[src/design/u8u16dec_pkg.sv]
// Package for the UTF-8 to UTF-16 decoder: result types, queue sizing, byte and code point constants.
// No dependencies; the core, the result queue and the top level refer to it by scoped names.
package u8u16dec_pkg;

    localparam int unsigned MaxRes = 3;
    localparam int unsigned QDepth = 4;
    localparam int unsigned QAw    = $clog2(QDepth);
    localparam int unsigned CntW   = $clog2(QDepth + 1);
    localparam int unsigned NumW   = $clog2(MaxRes + 1);

    localparam logic        KIND_UNIT   = 1'b0;
    localparam logic        KIND_STATUS = 1'b1;

    localparam logic [7:0]  ByteAsciiLim = 8'h80;
    localparam logic [7:0]  ByteLead2    = 8'hC0;
    localparam logic [7:0]  ByteLead3    = 8'hE0;
    localparam logic [7:0]  ByteLead4    = 8'hF0;
    localparam logic [7:0]  ByteBadLead  = 8'hF8;
    localparam logic [7:0]  ByteBom0     = 8'hEF;
    localparam logic [1:0]  ContTag      = 2'b10;

    localparam logic [20:0] BomCp        = 21'h00FEFF;
    localparam logic [20:0] SuppBase     = 21'h010000;
    localparam logic [20:0] CpLimit      = 21'h110000;
    localparam logic [5:0]  HiSurrTag    = 6'b110110;
    localparam logic [5:0]  LoSurrTag    = 6'b110111;

    localparam logic [15:0] MaxUnitsReset = 16'hFFFF;

    typedef struct packed {
        logic        kind;
        logic [15:0] code_unit;
        logic [15:0] unit_count;
        logic        error;
        logic        has_bom;
        logic        end_of_run;
    } t_result;

    typedef struct packed {
        logic [NumW-1:0]       num;
        t_result [MaxRes-1:0]  res;
    } t_push;

endpackage

[src/design/u8u16dec_if.sv]
// Handshake channels of the UTF-8 to UTF-16 decoder: byte input and result output.
// Depends on nothing but the standard valid/ready convention.
interface u8u16dec_in_if;
    logic       valid;
    logic       ready;
    logic [7:0] data_byte;
    logic       final_byte;

    modport source (output valid, output data_byte, output final_byte, input ready);
    modport sink   (input valid, input data_byte, input final_byte, output ready);
endinterface

interface u8u16dec_out_if;
    logic        valid;
    logic        ready;
    logic        kind;
    logic [15:0] code_unit;
    logic [15:0] unit_count;
    logic        error;
    logic        has_bom;
    logic        end_of_run;

    modport source (output valid, output kind, output code_unit, output unit_count,
                    output error, output has_bom, output end_of_run, input ready);
    modport sink   (input valid, input kind, input code_unit, input unit_count,
                    input error, input has_bom, input end_of_run, output ready);
endinterface

[src/design/u8u16dec_core.sv]
// Decode core: stream state registers, capacity register and the per-byte decode logic.
// Produces up to three results per accepted byte; uses u8u16dec_pkg.
module u8u16dec_core (
    input  logic                  i_clk,
    input  logic                  i_rst_n,
    input  logic                  i_acc,
    input  logic [7:0]            i_data_byte,
    input  logic                  i_final_byte,
    input  logic                  i_cfg_we,
    input  logic [15:0]           i_cfg_wdata,
    output u8u16dec_pkg::t_push   o_push
);

    logic [1:0]  r_bytes_left, n_bytes_left;
    logic [20:0] r_cp, n_cp;
    logic [15:0] r_units, n_units;
    logic        r_at_start, n_at_start;
    logic        r_bom_cand, n_bom_cand;
    logic        r_seen_bom, n_seen_bom;
    logic        r_err, n_err;
    logic [15:0] r_max_units;

    logic        done;
    logic        fail;
    logic        emit1;
    logic        emit2;
    logic [20:0] supp_off;
    logic [1:0]  nu;
    logic [1:0]  num;
    logic [15:0] st_units;
    logic        st_err;
    logic        st_bom;
    u8u16dec_pkg::t_result [u8u16dec_pkg::MaxRes-1:0] res;

    always_comb begin
        n_bytes_left = r_bytes_left;
        n_cp         = r_cp;
        n_units      = r_units;
        n_bom_cand   = r_bom_cand;
        n_seen_bom   = r_seen_bom;
        n_err        = r_err;
        n_at_start   = 1'b0;
        done         = 1'b0;
        fail         = 1'b0;
        emit1        = 1'b0;
        emit2        = 1'b0;

        if (!r_err) begin
            if (r_bytes_left == 2'd0) begin
                priority if (i_data_byte < u8u16dec_pkg::ByteAsciiLim) begin
                    n_cp = {13'd0, i_data_byte};
                    done = 1'b1;
                end else if (i_data_byte < u8u16dec_pkg::ByteLead2) begin
                    fail = 1'b1;
                end else if (i_data_byte < u8u16dec_pkg::ByteLead3) begin
                    n_cp         = {16'd0, i_data_byte[4:0]};
                    n_bytes_left = 2'd1;
                end else if (i_data_byte < u8u16dec_pkg::ByteLead4) begin
                    n_cp         = {17'd0, i_data_byte[3:0]};
                    n_bytes_left = 2'd2;
                    n_bom_cand   = r_at_start && (i_data_byte == u8u16dec_pkg::ByteBom0);
                end else if (i_data_byte < u8u16dec_pkg::ByteBadLead) begin
                    n_cp         = {18'd0, i_data_byte[2:0]};
                    n_bytes_left = 2'd3;
                end else begin
                    fail = 1'b1;
                end
            end else if (i_data_byte[7:6] != u8u16dec_pkg::ContTag) begin
                fail = 1'b1;
            end else begin
                n_cp         = {r_cp[14:0], i_data_byte[5:0]};
                n_bytes_left = r_bytes_left - 2'd1;
                done         = (r_bytes_left == 2'd1);
            end

            if (done) begin
                priority if (r_bom_cand && n_cp == u8u16dec_pkg::BomCp) begin
                    n_seen_bom = 1'b1;
                end else if (n_cp < u8u16dec_pkg::SuppBase) begin
                    if (r_units >= r_max_units) begin
                        fail = 1'b1;
                    end else begin
                        emit1 = 1'b1;
                    end
                end else if (n_cp < u8u16dec_pkg::CpLimit) begin
                    if (({1'b0, r_units} + 17'd1) >= {1'b0, r_max_units}) begin
                        fail = 1'b1;
                    end else begin
                        emit2 = 1'b1;
                    end
                end else begin
                    fail = 1'b1;
                end
                n_bom_cand = 1'b0;
            end
        end

        // truncated stream
        if (i_final_byte && n_bytes_left != 2'd0) begin
            fail = 1'b1;
        end
        if (fail) begin
            n_err        = 1'b1;
            n_bytes_left = 2'd0;
            n_bom_cand   = 1'b0;
        end

        supp_off = n_cp - u8u16dec_pkg::SuppBase;
        nu       = emit2 ? 2'd2 : (emit1 ? 2'd1 : 2'd0);
        n_units  = r_units + {14'd0, nu};
        st_units = n_units;
        st_err   = n_err;
        st_bom   = n_seen_bom;
        num      = nu + {1'b0, i_final_byte};

        res = '0;
        if (emit1) begin
            res[0].kind      = u8u16dec_pkg::KIND_UNIT;
            res[0].code_unit = n_cp[15:0];
        end
        if (emit2) begin
            res[0].kind      = u8u16dec_pkg::KIND_UNIT;
            res[0].code_unit = {u8u16dec_pkg::HiSurrTag, supp_off[19:10]};
            res[1].kind      = u8u16dec_pkg::KIND_UNIT;
            res[1].code_unit = {u8u16dec_pkg::LoSurrTag, supp_off[9:0]};
        end
        if (i_final_byte) begin
            res[nu].kind       = u8u16dec_pkg::KIND_STATUS;
            res[nu].unit_count = st_units;
            res[nu].error      = st_err;
            res[nu].has_bom    = st_bom;
        end
        if (num != 2'd0) begin
            res[num - 2'd1].end_of_run = 1'b1;
        end

        // clear stream state after the final byte
        if (i_final_byte) begin
            n_bytes_left = 2'd0;
            n_cp         = '0;
            n_units      = '0;
            n_at_start   = 1'b1;
            n_bom_cand   = 1'b0;
            n_seen_bom   = 1'b0;
            n_err        = 1'b0;
        end
    end

    assign o_push.num = i_acc ? num : 2'd0;
    assign o_push.res = res;

    always_ff @(posedge i_clk) begin
        if (!i_rst_n) begin
            r_bytes_left <= 2'd0;
            r_cp         <= '0;
            r_units      <= '0;
            r_at_start   <= 1'b1;
            r_bom_cand   <= 1'b0;
            r_seen_bom   <= 1'b0;
            r_err        <= 1'b0;
            r_max_units  <= u8u16dec_pkg::MaxUnitsReset;
        end else begin
            if (i_acc) begin
                r_bytes_left <= n_bytes_left;
                r_cp         <= n_cp;
                r_units      <= n_units;
                r_at_start   <= n_at_start;
                r_bom_cand   <= n_bom_cand;
                r_seen_bom   <= n_seen_bom;
                r_err        <= n_err;
            end
            if (i_cfg_we) begin
                r_max_units <= i_cfg_wdata;
            end
        end
    end

    a_stream_clear: assert property (@(posedge i_clk) disable iff (!i_rst_n)
        i_acc && i_final_byte |=> r_at_start && r_units == 16'd0 && !r_err && !r_seen_bom)
        else $error("stream state not cleared after final item");

    a_err_idle: assert property (@(posedge i_clk) disable iff (!i_rst_n)
        r_err |-> r_bytes_left == 2'd0 && !r_bom_cand)
        else $error("sequence left open after error");

    a_bom_cand_seq: assert property (@(posedge i_clk) disable iff (!i_rst_n)
        r_bom_cand |-> r_bytes_left != 2'd0)
        else $error("BOM candidate without open sequence");

endmodule

[src/design/u8u16dec_outq.sv]
// Result queue: four-entry register queue that takes up to three results per item
// and returns one per cycle while the output channel is ready; uses u8u16dec_pkg and u8u16dec_out_if.
module u8u16dec_outq (
    input  logic                 i_clk,
    input  logic                 i_rst_n,
    input  u8u16dec_pkg::t_push  i_push,
    output logic                 o_space,
    u8u16dec_out_if.source       o_res
);

    logic [u8u16dec_pkg::QAw-1:0]  r_rd;
    logic [u8u16dec_pkg::QAw-1:0]  r_wr;
    logic [u8u16dec_pkg::CntW-1:0] r_count;
    logic [u8u16dec_pkg::CntW-1:0] n_count;
    u8u16dec_pkg::t_result         r_ent [u8u16dec_pkg::QDepth];
    u8u16dec_pkg::t_result         head;
    logic                          pop;

    assign head     = r_ent[r_rd];
    assign pop      = o_res.valid && o_res.ready;
    assign o_space  = r_count <= u8u16dec_pkg::CntW'(u8u16dec_pkg::QDepth - u8u16dec_pkg::MaxRes);
    assign n_count  = r_count + u8u16dec_pkg::CntW'(i_push.num) - u8u16dec_pkg::CntW'(pop);

    assign o_res.valid      = r_count != '0;
    assign o_res.kind       = head.kind;
    assign o_res.code_unit  = head.code_unit;
    assign o_res.unit_count = head.unit_count;
    assign o_res.error      = head.error;
    assign o_res.has_bom    = head.has_bom;
    assign o_res.end_of_run = head.end_of_run;

    always_ff @(posedge i_clk) begin
        if (!i_rst_n) begin
            r_rd    <= '0;
            r_wr    <= '0;
            r_count <= '0;
        end else begin
            if (pop) begin
                r_rd <= r_rd + u8u16dec_pkg::QAw'(1);
            end
            r_wr    <= r_wr + u8u16dec_pkg::QAw'(i_push.num);
            r_count <= n_count;
        end
    end

    always_ff @(posedge i_clk) begin
        for (int k = 0; k < u8u16dec_pkg::MaxRes; k++) begin
            if (k < int'(i_push.num)) begin
                r_ent[r_wr + u8u16dec_pkg::QAw'(k)] <= i_push.res[k];
            end
        end
    end

    a_no_overflow: assert property (@(posedge i_clk) disable iff (!i_rst_n)
        r_count <= u8u16dec_pkg::CntW'(u8u16dec_pkg::QDepth))
        else $error("result queue overflow");

    a_push_room: assert property (@(posedge i_clk) disable iff (!i_rst_n)
        i_push.num != '0 |-> o_space)
        else $error("results pushed without room");

    a_push_visible: assert property (@(posedge i_clk) disable iff (!i_rst_n)
        i_push.num != '0 && !pop |=> o_res.valid)
        else $error("pushed result not presented");

endmodule

[src/design/utf8_to_utf16_decoder_unit.sv]
// Top level of the UTF-8 to UTF-16 decoder: decode core feeding a result queue.
// Depends on u8u16dec_pkg, u8u16dec_if, u8u16dec_core and u8u16dec_outq.
//
//  port       dir  carries
//  i_in       in   UTF-8 byte with last-byte flag, valid/ready
//  o_res      out  UTF-16 unit or end-of-stream status, valid/ready
//  i_cfg_*    in   write of max_units, no handshake
//
// One byte is accepted per cycle while at most one result is queued; each byte
// yields zero to three results, delivered one per cycle from the four-entry queue while o_res is ready.
// A byte with a surrogate pair and the final flag yields three results and holds input until at most one is queued.
// Output stalls back up into the queue; no item is dropped.
// Synchronous active-low reset clears stream state and sets max_units to 65535.
module utf8_to_utf16_decoder_unit (
    input  logic            i_clk,
    input  logic            i_rst_n,
    u8u16dec_in_if.sink     i_in,
    u8u16dec_out_if.source  o_res,
    input  logic            i_cfg_we,
    input  logic [15:0]     i_cfg_wdata
);

    u8u16dec_pkg::t_push push;
    logic                space;
    logic                acc;

    assign i_in.ready = space;
    assign acc        = i_in.valid && space;

    u8u16dec_core u_core (
        .i_clk        (i_clk),
        .i_rst_n      (i_rst_n),
        .i_acc        (acc),
        .i_data_byte  (i_in.data_byte),
        .i_final_byte (i_in.final_byte),
        .i_cfg_we     (i_cfg_we),
        .i_cfg_wdata  (i_cfg_wdata),
        .o_push       (push)
    );

    u8u16dec_outq u_outq (
        .i_clk   (i_clk),
        .i_rst_n (i_rst_n),
        .i_push  (push),
        .o_space (space),
        .o_res   (o_res)
    );

endmodule

[src/flat_wrapper.sv]
// flat-port wrapper written by rule: the top's interface ports become plain ports
module utf8_to_utf16_decoder_unit_flat 
  (i_clk, i_rst_n, i_cfg_we, i_cfg_wdata, i_in_valid, i_in_data_byte, i_in_final_byte, i_in_ready, o_res_valid, o_res_kind, o_res_code_unit, o_res_unit_count, o_res_error, o_res_has_bom, o_res_end_of_run, o_res_ready);
  u8u16dec_in_if i_in_i ();
  u8u16dec_out_if o_res_i ();
  input  logic i_clk;
  input  logic i_rst_n;
  input  logic i_cfg_we;
  input  logic [15:0] i_cfg_wdata;
  input wire logic [$bits(i_in_i.valid)-1:0] i_in_valid;
  input wire logic [$bits(i_in_i.data_byte)-1:0] i_in_data_byte;
  input wire logic [$bits(i_in_i.final_byte)-1:0] i_in_final_byte;
  output wire logic [$bits(i_in_i.ready)-1:0] i_in_ready;
  output wire logic [$bits(o_res_i.valid)-1:0] o_res_valid;
  output wire logic [$bits(o_res_i.kind)-1:0] o_res_kind;
  output wire logic [$bits(o_res_i.code_unit)-1:0] o_res_code_unit;
  output wire logic [$bits(o_res_i.unit_count)-1:0] o_res_unit_count;
  output wire logic [$bits(o_res_i.error)-1:0] o_res_error;
  output wire logic [$bits(o_res_i.has_bom)-1:0] o_res_has_bom;
  output wire logic [$bits(o_res_i.end_of_run)-1:0] o_res_end_of_run;
  input wire logic [$bits(o_res_i.ready)-1:0] o_res_ready;
  assign i_in_i.valid = i_in_valid;
  assign i_in_i.data_byte = i_in_data_byte;
  assign i_in_i.final_byte = i_in_final_byte;
  assign i_in_ready = i_in_i.ready;
  assign o_res_valid = o_res_i.valid;
  assign o_res_kind = o_res_i.kind;
  assign o_res_code_unit = o_res_i.code_unit;
  assign o_res_unit_count = o_res_i.unit_count;
  assign o_res_error = o_res_i.error;
  assign o_res_has_bom = o_res_i.has_bom;
  assign o_res_end_of_run = o_res_i.end_of_run;
  assign o_res_i.ready = o_res_ready;
  utf8_to_utf16_decoder_unit u_core (.i_clk(i_clk), .i_rst_n(i_rst_n), .i_in(i_in_i), .o_res(o_res_i), .i_cfg_we(i_cfg_we), .i_cfg_wdata(i_cfg_wdata));
endmodule
[config.mk]
export PLATFORM = sky130hd
export DESIGN_NAME = utf8_to_utf16_decoder_unit_flat
export DESIGN_NICKNAME = d
export VERILOG_FILES = /design/src/design/u8u16dec_pkg.sv /design/src/design/u8u16dec_if.sv /design/src/design/u8u16dec_core.sv /design/src/design/u8u16dec_outq.sv /design/src/design/utf8_to_utf16_decoder_unit.sv /design/src/flat_wrapper.sv
export SDC_FILE = /design/constraint.sdc
export NUM_CORES = 1
export LEC_CHECK = 0
export BUFFER_PORTS_ARGS = -buffer_cell sky130_fd_sc_hd__clkbuf_2
export CORE_MARGIN = 2
export CORE_UTILIZATION = 65
export DETAILED_ROUTE_END_ITERATION = 16
export GPL_ROUTABILITY_DRIVEN = 0
export HOLD_SLACK_MARGIN = 0.06
export PLACE_DENSITY = 0.84
export RECOVER_POWER = 100
export SLEW_MARGIN = 0
export SYNTH_ARGS = -nofsm -noshare
export SYNTH_HDL_FRONTEND = slang
export SYNTH_HIERARCHICAL = 1
export SYNTH_SLANG_ARGS = --single-unit
[constraint.sdc]
create_clock -name i_clk -period 12.6 [get_ports i_clk]
set_input_delay 1.26 -clock i_clk [delete_from_list [all_inputs] [get_ports i_clk]]
set_output_delay 1.26 -clock i_clk [all_outputs]
set_load 0.005 [all_outputs]
# Word-level counts from Yosys, hierarchy flattened
# Memory sizes are Yosys's and may differ from the RTL's. A register that Yosys moved wholly into a read port is not among the register bits.
# Cells that the tools add are included.
# op_classes
n_addsub,12
n_lt_le_gt_ge,17
eq_ne,8
n_mux,98
n_reduce_logical,14
# op_table
cell,count
108-bit bitwise mux,5
36-bit demux with 2-bit select,5
108-bit 2-to-1 mux,2
21-bit 2-to-1 mux,10
1-bit 2-to-1 mux,54
16-bit 2-to-1 mux,3
8-bit < comparator (second input constant),5
36-bit 2-to-1 mux,1
2-bit 2-to-1 mux,15
21-bit by 16-bit equality test with 1-bit output (second input constant),1
21-bit by 17-bit < comparator with 1-bit output (second input constant),1
21-bit < comparator (second input constant),1
20-bit by 17-bit subtractor with 20-bit output (second input constant),1
19-bit 2-to-1 mux,1
16-bit by 1-bit adder with 17-bit output (second input constant),1
17-bit by 16-bit greater-or-equal comparator with 1-bit output,1
17-bit 2-to-1 mux,1
16-bit by 2-bit adder with 16-bit output,1
16-bit greater-or-equal comparator,1
4-bit by 3-bit != test with 1-bit output (second input constant),3
8-bit equality test (second input constant),1
4-bit nonzero test,2
1-bit logical AND,7
7-bit AND reduction,1
19 further kinds,25
# totals
reg_bits,66
ramBits,144
inputBits,30
output_inout_bits,38
elab_cells,161
n_memories,1
# mem_list
memory,words,word_bits,read_ports,rd_ports_with_merged_regs,write_ports,line_no,text
u_core.u_outq.r_ent,4,36,1,1,3,u8u16dec_outq.sv:15,u8u16dec_pkg::t_result r_ent [u8u16dec_pkg::QDepth];

# Depth between registers and ports, before layout
# logic_depth
depth_word,26
mapped_depth,25
ltp_nobuf,23

# Modules after synthesis
# The synthesis kept the hierarchy.
# by_module_without_submodules
module,instances,cells_per_inst,area_each_um2,seq_area_each_um2
u8u16dec_outq,1,890,8745.9,4504.3
u8u16dec_core,1,702,5168.7,1181.1
utf8_to_utf16_decoder_unit,1,1,6.3,0.0

# Worst setup path after synthesis
# Ideal clock, no wire load.
# synth_timing
kind,in2reg
start,in i_in_data_byte[6]
end,"mem u_core/u_outq/r_ent[0][0] (netlist name), enable pin"
setup_ns,0.484
arrival_time_ns,7.076
t_required_ns,12.116
slack_ns,5.040
path_stages,17
path_buffers,5
cell_sequence,buf_4 -> and2_4 -> a211o_1 -> a221o_1 -> or4_4 -> nor4_4 -> or4b_1 -> buf_6 -> buf_2 -> inv_1 -> ha_1 -> xnor2_1 -> nor2b_1 -> buf_4 -> buf_6 -> o21ai_0 -> a211oi_1
# synth_rtl
item,line_no,text
from (decl),flat_wrapper.sv:11,input wire logic [$bits(i_in_i.data_byte)-1:0] i_in_data_byte;
to (decl),u8u16dec_outq.sv:15,

==> flow_summary.toml <==
[worst_setup_path]
path_cells = "clkbuf_2, nor3b_1, a211o_1, o21ai_0, or4_2, nor4_1, or4b_1, inv_1, ha_1, xnor2_1, nor2b_1, clkbuf_1, a21oi_1, o21ai_0, clkbuf_1"
required_ns = 12.71
cp_num_cells = 15
crit_family = "simple AND/OR/NAND/NOR gates"
crit_type = "primary input to register"
crit_fanout = 30
startpoint_type = "primary input"
cp_slowest_cell = "clkbuf_1"
arrival_ns = 9.34
rr_worst_depth = 16
critical_path_buf_inv_count = 4
cp-end-kind = "register"
max_stage_delay_ns = 1.60

[grt]
grt_max_degree = 73
grt_usage = 0.324
grt-ovfl-total = 0
grt_first_pass_wirelength_um = 57700
antenna_found_initial = 0
grt_pass1_vias = 11200

[route]
wirelength_met1_um = 14000
wl_per_cell_um = 19.7
vias = 12100
routed.top_layer = "met4"
wl_met2_um = 16800
via_per_inst = 6.50
drt_iter0_markers = 1910
route.detailed.drc = 0
met3_wirelength_um = 4770
firstDrtPassIters = 9
antenna_left = 0
routed_wl_um = 36800

[sta]
setup_ws_ns = 3.36
skew_ns = 0.0100
final-max-slew-violation-count = 320
hold_viol = 0
rsz0062_at_grt = "no"
hold_ws_ns = 0.460
period_share = 0.733
final-setup-viol-count = 0
min_period_ns = 9.24
tightest_slew_ns = 3.24
slew_headroom = -1.16
setup_tns_ns = 0
max_freq_mhz = 108

[cts]
postCtsSetupRepairBufs = 0
post_cts_resized = 0
hold_buffers = 0
path_clk_slew_ns = 0.06
clockBufferDepth = 3
cts_buffers = 24
cts_tree = "built"
cts-root-buf = "clkbuf_16"
cts_max_level = 1
clock_sinks = 212
clk_latency_ns = 0.53

[power_and_ir_drop]
power_density_nw_per_um2 = 138
switching_share = 0.291
ir_drop_v = 0.000132
total_leakage_power_nw = 5.43
fin_total_pwr_mw = 2.01
p_switching_uw = 585
p_comb_frac = 0.235
power_frac_clock = 0.340
seqPwrFrac = 0.425
p_int_mw = 1.43

[synthesis]
syn_inst = 1593
synth_ff_type = "edfxtp_1"
synth-seq-cells = 212
synth.top_cells.by_area = "edfxtp_1, dfxtp_1, nand2_1"
ys_warn_count = 6
synthesis.area_sq_um = 13900
async_flop_share = 0
ys_seq_area_frac = 0.408
syn_avg_cell_area_sq_um = 8.74
synth_edf_count = 144
ys_types = 75
yosysTopAreaCell = "edfxtp_1"
synth_top_area_share = 0.311

[floorplan]
die_area_sq_um = 22600
fp.coreArea_sq_um = 21000
chipWidth_um = 150
initial_core_util = 0.662
ios = 68
fp.dieH_um = 150
core.rowCount = 53

[status]
violations = "max-capacitance violations, max-slew violations"
status = "finished with violations"

[placement]
io_buffers = 67
hpwlAfterDp_um = 22400
post-place-ws_ns = 5.86

[layout]
layout_commonest_cell = "nand2_1"
drive_above_1_share = 0.0899
fin_nets = 1648
syn_to_final_growth_pct = 4.87
final_cell_mix = "nand2_1, nor2_1, a31oi_1"

[hold_path]
min_path_cells = 2
hp-class = "register to register"

[run]
cap_violations = 8
worst min-delay path, cell delays in order (launching register included):
cell and delay (ns):
dfxtp_1 0.30, inv_1 0.04, o21ai_0 0.06
state kept, by name, indices dropped and copies added, names as in the netlist, named ones only:
signal	count
u_core/u_core/r_cp	21
u_core/u_core/r_err	1
u_core/u_core/r_at_start	1
u_core/u_core/r_bom_cand	1
u_core/u_core/r_max_units	16
u_core/u_core/r_bytes_left	2
u_core/u_outq/r_rd	2
u_core/u_outq/r_ent	144
u_core/u_core/r_seen_bom	1
u_core/u_core/r_units	16
u_core/u_outq/r_wr	2
u_core/u_outq/r_count	3
area by class of cell:
type	instances	area, sq um
Antenna cell	1	2.50
Clock buffer	32	687
Clock inverter	12	88.8
Fill cell	1603	6420
Inverter	64	240
Multi-Input combinational cell	1191	7180
Sequential cell	212	5690
Tap cell	275	344
Timing Repair Buffer	79	370
cell families after synthesis:
kind of cell	count (synthesis)	synth area share
compound gates	321	0.150
xor+xnor	37	0.0233
fa+ha+maj	46	0.0424
buf+inv	206	0.0807
flops	212	0.408
mux	49	0.0677
other cells	1	0.000269
simple gates	721	0.227
metrics by stage:
stage | instance area, sq um | std cells | utilization
finish | 14600 | 1866 | 0.694
global route | 14600 | 1865 | 0.694
CTS | 14700 | 1865 | 0.700
detailed placement | 13900 | 1821 | 0.663
global placement | 13900 | 1821 | 0.663
floorplan | 14000 | 1609 | -
Yosys cell counts, types with 3 or more instances:
cell,n
o41ai_1,4
nand4b_1,3
clkbuf_1,34
a22oi_1,17
edfxtp_1,144
a21oi_1,28
buf_6,19
or4_1,3
dfxtp_1,68
o21ai_0,28
a32oi_1,4
buf_2,36
o211ai_1,18
buf_4,43
nor2_1,241
a211oi_1,5
ha_1,44
nand3_1,17
o31ai_1,4
a31oi_1,147
and2_1,43
mux2i_1,12
xnor2_1,31
nor3b_1,4
buf_1,9
nand4_1,10
nand2_1,338
a21o_1,4
nand3b_1,4
inv_1,64
a211o_1,3
a41oi_1,3
xor2_1,6
a311o_1,3
o22ai_1,38
and3_1,6
nor3_1,11
nand2b_1,7
mux4_2,36
nor2b_1,11
final timing paths:
path,startpoint,endpoint,slack (ns)
worst min register to register,u_core/u_core/r_at_start,u_core/u_core/r_at_start,0.46
worst max register to register,u_core/u_core/r_bytes_left[0],u_core/u_outq/r_ent[3][11],3.38
worst min-delay path,u_core/u_core/r_at_start,u_core/u_core/r_at_start,0.46
worst max-delay path,i_in_data_byte[7],u_core/u_outq/r_ent[3][11],3.36
per-layer routing:
layer,track usage,up-vias
met5,0,-
met4,0.136,0
met3,0.0636,139
met2,0.509,849
met1,0.441,5559
li1,-,5585
power by group through the flow:
stage	combinational (mW)	clock (mW)	sequential, mW
2_1_floorplan	0.348	0	0.852
3_3_place_gp	0.467	0	0.860
3_5_place_dp	0.477	0	0.865
4_1_cts	0.480	0.687	0.850
5_1_grt	0.518	0.717	0.859
6_report	0.473	0.683	0.854
Power figures use the tool's default switching activity.
